$ cat config.mk
export PLATFORM = sky130hd
export DESIGN_NAME = pactc_regs
export DESIGN_NICKNAME = d
export VERILOG_FILES = /design/src/rtl/core/pactc_pkg.sv /design/src/rtl/core/pactc_regs.sv
export SDC_FILE = /design/constraint.sdc
export NUM_CORES = 1
export LEC_CHECK = 0
export ABC_CLOCK_PERIOD_IN_PS = 1550
export CAP_MARGIN = 20
export CORE_MARGIN = 4
export CORE_UTILIZATION = 60
export DETAILED_ROUTE_END_ITERATION = 10
export DONT_BUFFER_PORTS = 1
export MAX_ROUTING_LAYER = met4
export PLACE_DENSITY = 0.76
export SYNTH_ARGS = -nofsm -noshare
export SYNTH_HDL_FRONTEND = slang
export SYNTH_SLANG_ARGS = --single-unit
$ cat constraint.sdc
create_clock -name clk -period 1.55 [get_ports clk]
set_clock_uncertainty 0.1 [all_clocks]
set_input_delay 0.0775 -clock clk [delete_from_list [all_inputs] [get_ports clk]]
set_output_delay 0.0775 -clock clk [all_outputs]
set_load 0.1 [all_outputs]
$ cat src/rtl/core/pactc_pkg.sv
package pactc_pkg;

	localparam int unsigned COORD_W = 32;
	localparam int unsigned HALF_W  = 31;
	localparam int unsigned NORM_W  = 16;
	localparam int unsigned CORN_W  = COORD_W + 1;
	localparam int unsigned PROD_W  = NORM_W + CORN_W;
	localparam int unsigned PAIR_W  = PROD_W + 1;
	localparam int unsigned SUM_W   = PROD_W + 3;
	localparam int unsigned OFF_SH  = 15;
	localparam int unsigned ADDR_W  = 5;
	localparam int unsigned DATA_W  = 32;
	localparam int unsigned IN_TDATA_W  = 128;
	localparam int unsigned OUT_TDATA_W = 8;

	localparam logic [HALF_W-1:0] RADIUS_RESET = 31'd6881280;

	typedef enum logic [2:0] {
		REG_NORMAL_X     = 3'd0,
		REG_NORMAL_Y     = 3'd1,
		REG_NORMAL_Z     = 3'd2,
		REG_PLANE_OFFSET = 3'd3,
		REG_CENTER_X     = 3'd4,
		REG_CENTER_Y     = 3'd5,
		REG_CENTER_Z     = 3'd6,
		REG_RADIUS       = 3'd7
	} reg_idx_t;

	typedef struct packed {
		logic signed [NORM_W-1:0]  normal_x;
		logic signed [NORM_W-1:0]  normal_y;
		logic signed [NORM_W-1:0]  normal_z;
		logic signed [COORD_W-1:0] plane_offset;
		logic signed [COORD_W-1:0] center_x;
		logic signed [COORD_W-1:0] center_y;
		logic signed [COORD_W-1:0] center_z;
		logic [HALF_W-1:0]         radius;
	} cfg_t;

	typedef struct packed {
		logic signed [COORD_W-1:0] cell_x;
		logic signed [COORD_W-1:0] cell_y;
		logic signed [COORD_W-1:0] cell_z;
		logic [HALF_W-1:0]         half_size;
	} cell_t;

endpackage

$ cat src/rtl/core/pactc_regs.sv
module pactc_regs (
	input  logic                              clk,
	input  logic                              arst_n,
	input  logic                              psel,
	input  logic                              penable,
	input  logic                              pwrite,
	input  logic [pactc_pkg::ADDR_W-1:0]      paddr,
	input  logic [pactc_pkg::DATA_W-1:0]      pwdata,
	output logic [pactc_pkg::DATA_W-1:0]      prdata,
	output logic                              pready,
	output pactc_pkg::cfg_t                   cfg
);

	pactc_pkg::cfg_t      cfg_q;
	pactc_pkg::reg_idx_t  idx;
	logic                 wr_en;

	assign idx    = pactc_pkg::reg_idx_t'(paddr[4:2]);
	assign wr_en  = psel && penable && pwrite;
	assign pready = 1'b1;
	assign cfg    = cfg_q;

	always_ff @(posedge clk or negedge arst_n) begin
		if (!arst_n) begin
			cfg_q.normal_x     <= '0;
			cfg_q.normal_y     <= '0;
			cfg_q.normal_z     <= '0;
			cfg_q.plane_offset <= '0;
			cfg_q.center_x     <= '0;
			cfg_q.center_y     <= '0;
			cfg_q.center_z     <= '0;
			cfg_q.radius       <= pactc_pkg::RADIUS_RESET;
		end else if (wr_en) begin
			unique case (idx)
				pactc_pkg::REG_NORMAL_X:     cfg_q.normal_x     <= pwdata[15:0];
				pactc_pkg::REG_NORMAL_Y:     cfg_q.normal_y     <= pwdata[15:0];
				pactc_pkg::REG_NORMAL_Z:     cfg_q.normal_z     <= pwdata[15:0];
				pactc_pkg::REG_PLANE_OFFSET: cfg_q.plane_offset <= pwdata;
				pactc_pkg::REG_CENTER_X:     cfg_q.center_x     <= pwdata;
				pactc_pkg::REG_CENTER_Y:     cfg_q.center_y     <= pwdata;
				pactc_pkg::REG_CENTER_Z:     cfg_q.center_z     <= pwdata;
				pactc_pkg::REG_RADIUS:       cfg_q.radius       <= pwdata[30:0];
				default: ;
			endcase
		end
	end

	always_comb begin
		prdata = '0;
		unique case (idx)
			pactc_pkg::REG_NORMAL_X:     prdata = {{16{cfg_q.normal_x[15]}}, cfg_q.normal_x};
			pactc_pkg::REG_NORMAL_Y:     prdata = {{16{cfg_q.normal_y[15]}}, cfg_q.normal_y};
			pactc_pkg::REG_NORMAL_Z:     prdata = {{16{cfg_q.normal_z[15]}}, cfg_q.normal_z};
			pactc_pkg::REG_PLANE_OFFSET: prdata = cfg_q.plane_offset;
			pactc_pkg::REG_CENTER_X:     prdata = cfg_q.center_x;
			pactc_pkg::REG_CENTER_Y:     prdata = cfg_q.center_y;
			pactc_pkg::REG_CENTER_Z:     prdata = cfg_q.center_z;
			pactc_pkg::REG_RADIUS:       prdata = {1'b0, cfg_q.radius};
			default:                     prdata = '0;
		endcase
	end

endmodule

=== Word level (Yosys, flattened, before mapping) ===
Index checks and enable logic that the tools add are counted.

* Multiplexer cells: 1
* Equal/unequal tests: 7
* Reductions and logical operators: 11

{| class="wikitable"
|+ Operators by type and width
! cell !! number
|-
| case mux 32 bit (8 select lines) || 1
|-
| AND reduction 2 bit || 8
|-
| equality test 3 bit, second input constant || 4
|-
| equality test 3 x 2 -> 1 bit, second input constant || 2
|-
| equality test 3 x 1 -> 1 bit, second input constant || 1
|-
| zero test 3 bit || 1
|-
| logical AND 1 bit || 2
|}

* Input bits: 42
* Bits in registers: 207
* Output and inout bits: 240
* Word-level logic and storage cells: 27

=== Logic depth before layout (Yosys ltp) ===
Gate-level depths: netlist of run 1.

* Word-level depth: 3
* Depth in mapped cells: 7
* Mapped depth without buffers: 4

=== Least setup slack after synthesis of run 1 ===
OpenSTA, ideal clock, no wires.

* Path kind: reg2out
* Start: register cfg_q, in the netlist cfg[12]
* End: output prdata[12] in the netlist's numbering
* Path buffers: 0
* Cell stages (with the launch flop): 4
* Arrival: 2.881 ns
* Setup slack: -1.509 ns
* Data required time: 1.372 ns
* Path through: dfrtp_1 mux2_2 nand3_1 a41oi_1

* Word-level cells in the longest chain between the ends: 1

{| class="wikitable"
|+ Ends and longest elaborated chain
! element !! RTL line !! RTL
|-
| start, declared || pactc_regs.sv:14 || <nowiki>pactc_pkg::cfg_t cfg_q;</nowiki>
|-
| case mux 32 bit (8 select lines) || pactc_regs.sv:50 || <nowiki>unique case (idx)</nowiki>
|-
| end, declared || pactc_regs.sv:9 || <nowiki>output logic [pactc_pkg::DATA_W-1:0] prdata,</nowiki>
|}

Every way passes these cells.

=== Worst setup path after layout of run 1 ===
* Start: register cfg_q, in the netlist cfg[174]
* End: output prdata[17] in the netlist's numbering

The elaborated chain is that of the path after synthesis.

==> results by group, run 1 <==
Detailed routing
  • Wire length on met3: 3.33 mm
  • Highest metal used: met4
  • Wl on met1: 12.2 mm
  • Drt first-iter violations: 655
  • Metal2 WL: 17.2 mm
  • Vias: 7626
  • Post-route ant nets: 0
  • Drt wl/cell: 28.8 um
  • Total wire length: 34.3 mm
  • Vias per inst: 6.39
  • Residual DRC count: 0
  • DR pass1 iterations: 5

Placement
  • DP HPWL: 20.5 mm
  • Worst slack at placement: -235 ps
  • GP Congestion: 0.886
  • I/O Buffers: 0

Floorplan
  • Core area: 15300 um2
  • Die area: 17700 um2
  • Starting density of the core: 0.613
  • Die Wd: 133 um
  • IO Count: 282
  • Chip height: 133 um
  • Row Count: 45

Power and ir drop
  • Pwr/cell area: 1970 nW/um2
  • Total power: 27200 uW
  • Max VDD drop: 1.53 mV
  • Leakage: 0.00603 uW

Global routing
  • Grt total ovfl: 0
  • Global-route wire length before repair: 50.5 mm
  • Initial antenna violation count: 2
  • Gr usage total: 0.379
  • Vias in the first global route: 8391
  • Largest net degree at the start of global routing: 208

Synthesis
  • Yosys cell types: 36
  • #FFs+latches synth: 207
  • Number of enable flip-flop cells after synthesis: 0
  • Yosys top cell area share: 0.543
  • Mean Syn Cell Area: 13.9 um2
  • Most frequent cell after synthesis: dfrtp_1
  • Ys flop type: dfrtp_1
  • Synth Instances: 672
  • Largest area contributor in the netlist: dfrtp_1
  • Synth async-reset ratio: 1.00
  • Register area share after synthesis: 0.554
  • Area of the mapped netlist: 9360 um2
  • Syn_nets: 714
  • Post-synth top cells: dfrtp_1, mux2_2, mux2i_1
  • Synth Warn #: 0
  • Ranking of synthesized cells by area: dfrtp_1, mux2_2, mux2i_1

Timing
  • Max-slew headroom: 0.422
  • Tmin final: 2120 ps
  • RSZ-0062 raised after global routing: true
  • Actual slew at the worst max-slew pin: 865 ps
  • Hold slack: -822 ps
  • Final period util: 1.37
  • Final Hold Vio Count: 207
  • Setup TNS: -12500 ps
  • Fin. max-slew vios: 0
  • Final Setup Violations: 32
  • Final worst slack: -571 ps
  • Maximum clock rate: 471 MHz

Layout
  • Largest register FFs: 207
  • Area grow syn2layout: 47.3%
  • Share of cells above drive strength 1: 0.767
  • Fin util: 0.903
  • NumNets Final: 1008

Run
  • Max-Cap Viols: 0

Outcome
  • Failing checks: hold timing, setup timing
  • Status: finished with violations

Clock tree
  • Bufs on Longest Clock Path: 3
  • CTS tree: done
  • TritonCTS buffer count: 22
  • Root Driver: clkbuf_16
  • CTS Hold Bufs: 34
  • Clock transition at path regs: 60 ps
  • Clock sinks: 207
  • Clk_lat worst skew: 490 ps
  • H-tree levels: 1

Setup path
  • CP arrival: 1940 ps
  • CP required: 1370 ps
  • Startpoint types: flip-flop
  • Reg-to-reg startpoint: cfg[186]
  • Reg2reg end: cfg[186]
  • CP max FO: 4
  • Cells along the critical path: mux2i_2 -> o22ai_2 -> nand2_4 -> buf_8 -> o2111ai_4 -> buf_12
  • CP max stage delay: 480 ps
  • Reg-to-reg slack, setup: 270 ps
  • CP Capture Type: output port
  • Critical path's slowest cell: dfrtp_4
  • Setup crit end: prdata[17]
  • WS Path Type: reg -> out
  • Setup crit start: cfg[174]
  • R2R cell count: 3

Worst hold path
  • HP Class: in -> async
-- cells in the final DEF (no fill, tap or decap), types with 14 or more instances in the layout --
cell,count
a22oi_1,17
mux2i_1,44
buf_4,241
clkbuf_16,24
mux2_2,200
buf_12,31
dfrtp_1,33
dfrtp_2,155
o22a_4,14
dfrtp_4,15
o2111ai_4,16
nand2_1,25
dlygate4sd3_1,34
-- through the flow --
| stage | cells | cell area (um2) |
|---|---|---|
| after floorplan | 672 | 10100 |
| after global placement | 1105 | 12500 |
| after detailed placement | 1105 | 12500 |
| after CTS | 1189 | 13700 |
| after global routing | 1194 | 13800 |
| final | 1194 | 13800 |
-- critical path: cells and delay by family, from the launching register on --
family | cells | cell delay [ps]
AOI/OAI and AO/OA | 2 | 260
and+or+nand+nor | 1 | 150
DFF | 1 | 480
muxes | 1 | 170
buffers and inverters | 2 | 370
-- report_power, final --
group | total (uW) | internal [uW] | switching, uW
logic | 14400 | 3230 | 11200
clock network | 5230 | 3080 | 2150
registers | 7540 | 6680 | 857
-- layout make-up --
class                      instances  area (um2)
multi-input combinational        419        4480
clock inverter                     5        52.6
fill                             568        1480
timing repair buffer             312        2870
tap                              211         264
antenna                            2        5.00
clock buffer                      34         657
sequential                       207        5450
inverter                           4        15.0
-- routing by layer --
metal,track usage,vias up
met4,0.150,0
met3,0.112,125
li1,-,3103
met1,0.431,3921
met2,0.633,477
met5,-,-
-- cell families after synthesis --
group | count (synthesis) | share of synthesized area
other cells | 1 | 0.000401
simple gates | 61 | 0.0353
buf+inv | 46 | 0.0308
mux | 256 | 0.302
compound gates | 101 | 0.0778
flops | 207 | 0.554
-- what timing repair did --
item / 4_1_cts / 5_1_grt
endpoints found under the hold margin: 414 / 207
buffers inserted: 11 / 2
endpoints found under the setup margin: 35 / 35
gates resized for setup: 22 / 21
cloned: 0 / 1
pin swaps: 19 / 9
-- how the worst min path moves through the flow --
| stage | start | to | slack [ps] |
|---|---|---|---|
| floorplan | arst_n | cfg[0] | -320 |
| detailed placement | arst_n | cfg[164] | -310 |
| global placement | arst_n | cfg[100] | -310 |
| finish | arst_n | cfg[38] | -820 |
| CTS | arst_n | cfg[193] | -830 |
| global route | arst_n | cfg[5] | -840 |
Note: power is estimated with default switching activity, not from simulation.
==> run 2, diff against run 1 <==
--- a/config.mk
+++ b/config.mk
@@ -8,11 +8,11 @@
 export ABC_CLOCK_PERIOD_IN_PS = 1550
 export CAP_MARGIN = 20
 export CORE_MARGIN = 4
-export CORE_UTILIZATION = 60
+export CORE_UTILIZATION = 55
 export DETAILED_ROUTE_END_ITERATION = 10
 export DONT_BUFFER_PORTS = 1
 export MAX_ROUTING_LAYER = met4
-export PLACE_DENSITY = 0.76
+export PLACE_DENSITY = 0.7
 export SYNTH_ARGS = -nofsm -noshare
 export SYNTH_HDL_FRONTEND = slang
 export SYNTH_SLANG_ARGS = --single-unit
==> run 2 against run 1 <==
The run still ends with hold timing, setup timing left. Sequential share of layout area increased by 0.090 points. Register-to-register slack got worse by 220 ps. Global-route usage decreased by 5.1 points. Cell area decreased by 0.23%. Combinational power about the same. Flip-flop and latch count unchanged. Critical path type unchanged.
==> results by group, run 2 (synthesis results as in run 1) <==
Placement
  • GP Congestion: 0.855 (-3.5%)
  • Placed cell area: 12500 um2 (about the same)
  • DP HPWL: 20.4 mm (-0.49%)
  • I/O Buffers: 0 (unchanged)
  • Worst slack at placement: -275 ps (-40.2 ps)

Outcome
  • Status: finished with violations
  • Failing checks: hold timing, setup timing

Timing
  • RSZ-0062 raised after global routing: true
  • Tmin final: 2060 ps (-63.8 ps)
  • Final worst slack: -508 ps (+63.8 ps)
  • Maximum clock rate: 486 MHz (+3.1%)
  • Final Hold Vio Count: 207 (unchanged)
  • Final period util: 1.33 (-0.0412)
  • Fin. max-slew vios: 0 (unchanged)
  • Final Setup Violations: 32 (unchanged)
  • Actual slew at the worst max-slew pin: 1010 ps (+141 ps)
  • Hold slack: -835 ps (-13.3 ps)
  • Max-slew headroom: 0.328 (-0.0941)

Layout
  • Commonest non-fill, non-tap cell in the layout: buf_4
  • Post-route cell area: 13800 um2 (-0.23%)
  • # fillers: 874 (+54%)
  • Area of the multi-input gates: 4440 um2 (-0.75%)
  • NumNets Final: 1009 (+0.099%)
  • Area grow syn2layout: 46.9%
  • Most frequent cells in the layout: buf_4, mux2_2, dfrtp_2
  • Share of cells above drive strength 1: 0.758 (-0.00868)
  • Antenna diode count: 0 (-2)
  • Largest register FFs: 207 (unchanged)
  • Sequential Area: 5450 um2 (unchanged)
  • Fin util: 0.826 (-0.0770)

Global routing
  • Initial antenna violation count: 0 (-2)
  • Vias in the first global route: 7857 (-6.4%)
  • Global-route wire length before repair: 47.8 mm (-5.4%)
  • Grt total ovfl: 0 (unchanged)
  • Gr usage total: 0.329 (-0.0505)
  • Largest net degree at the start of global routing: 208 (unchanged)

Floorplan
  • Starting density of the core: 0.562 (-0.0510)
  • Die area: 19200 um2 (+8.5%)
  • Row Count: 47 (+4.4%)
  • IO Count: 282 (unchanged)
  • Chip height: 138 um (+4.2%)
  • Die Wd: 138 um (+4.2%)
  • Core area: 16600 um2 (+9.1%)

Power and ir drop
  • Leakage: 0.00606 uW (+0.41%)
  • Switching part of the total power: 0.521 (-0.00170)
  • Combinational share of power: 0.534 (+0.004)
  • Clock power share: 0.187 (-0.005)
  • Sw power: 13900 uW (-1.8%)
  • Total power: 26800 uW (-1.5%)
  • Sequential Power Share: 0.279 (+0.002)
  • Pwr/cell area: 1950 nW/um2 (-1.3%)
  • Max VDD drop: 1.57 mV (+2.4%)
  • Internal power: 12800 uW (-1.1%)

Detailed routing
  • Drt wl/cell: 26.2 um (-9.0%)
  • Vias: 7249 (-4.9%)
  • DR pass1 iterations: 5 (unchanged)
  • Total wire length: 31.5 mm (-8.3%)
  • Drt first-iter violations: 490 (-25%)
  • Vias per inst: 6.03 (-5.7%)
  • Post-route ant nets: 0 (unchanged)
  • Residual DRC count: 0 (unchanged)

Clock tree
  • Bufs on Longest Clock Path: 3 (unchanged)
  • Clk_lat worst skew: 500 ps (about the same)
  • Clock sinks: 207 (unchanged)
  • CTS tree: done
  • Root Driver: clkbuf_16
  • H-tree levels: 1 (unchanged)
  • CTS Hold Bufs: 36 (+5.9%)
  • TritonCTS buffer count: 22 (unchanged)
  • Clock transition at path regs: 60 ps (about the same)

Setup path
  • WS Path Type: reg -> out
  • Cells along the critical path: mux2i_1 -> o22ai_1 -> nand2_4 -> buf_12 -> o2111ai_4 -> buf_12
  • CP max stage delay: 470 ps (about the same)
  • Startpoint types: flip-flop
  • Critical path's slowest cell: dfrtp_4
  • CP required: 1370 ps (about the same)
  • CP arrival: 1880 ps (-60 ps)
  • CP max FO: 7 (+3)
  • CP Capture Type: output port
  • CP most frequent cell: buf_12

Run
  • Max-Cap Viols: 0 (unchanged)

Worst hold path
  • HP Class: in -> async
[run 2: changes by cell type in the layout (fill, tap and decap cells not counted), moves of 2 or more]
cell            delta
dlymetal6s4s_1     +2
buf_12             +2
o22ai_2            -4
mux2i_1            +3
buf_6              +4
buf_4              -3
buf_8              -3
o22ai_1            +4
clkinv_2           +4
mux2i_2            -4
diode_2            -2
[run 2: power by group through the flow]
stage / Sequential [uW] / Clock [uW] / Combinational, uW
after floorplan: 15300 / 0 / 3090
after global placement: 7400 / 0 / 13700
after detailed placement: 7490 / 0 / 13900
after CTS: 7410 / 5070 / 14200
after global routing: 7580 / 5370 / 14600
final: 7470 / 5010 / 14300
[run 2: metrics by stage]
| step | instances | setup TNS, ps |
|---|---|---|
| global placement | 1109 | -2030 |
| floorplan | 672 | -4560 |
| global route | 1203 | -13510 |
| detailed placement | 1109 | -3760 |
| finish | 1203 | -11280 |
| CTS | 1198 | -11990 |
[run 2: final cells by class]
class / instances / area share
sequential: 207 / 0.396
multi-input combinational: 419 / 0.323
timing repair buffer: 313 / 0.210
clock buffer: 33 / 0.0475
tap: 220 / 0.0200
clock inverter: 7 / 0.00255
inverter: 4 / 0.00109
[run 2: critical path, delay by kind of cell, from the launching register on]
family	cells	cell delay, ps
AO/OA/AOI/OAI	2	240
buffers and inverters	2	380
flip-flops	1	470
multiplexers	1	130
AND/OR/NAND/NOR	1	150
[run 2: path summary, 6_finish.rpt]
kind / to / cells after the start / startpoint / slack (ps)
max: prdata[22] / 6 / cfg[174] / -510
min: cfg[192] / 0 / arst_n / -830
max reg2reg: cfg[205] / 2 / cfg[205] / 50
min reg2reg: cfg[64] / 1 / cfg[64] / 420
max in group asynchronous: cfg[16] / 0 / arst_n / 1820
min in group clk: cfg[182] / 4 / penable / 60
[run 2: layer usage]
metal / global-route usage / wire length (um) / vias to the layer above
met5: - / 0 / -
met2: 0.540 / 15600 / 338
li1: - / - / 3114
met4: 0.115 / 1160 / 0
met3: 0.0870 / 2940 / 79
met1: 0.396 / 11800 / 3718
[run 2: timing repair]
action,CTS,global route
setup buffers,13,5
gates resized for setup,19,17
endpoints found under the setup margin,35,34
pin swaps,21,6
endpoints found under the hold margin,414,207
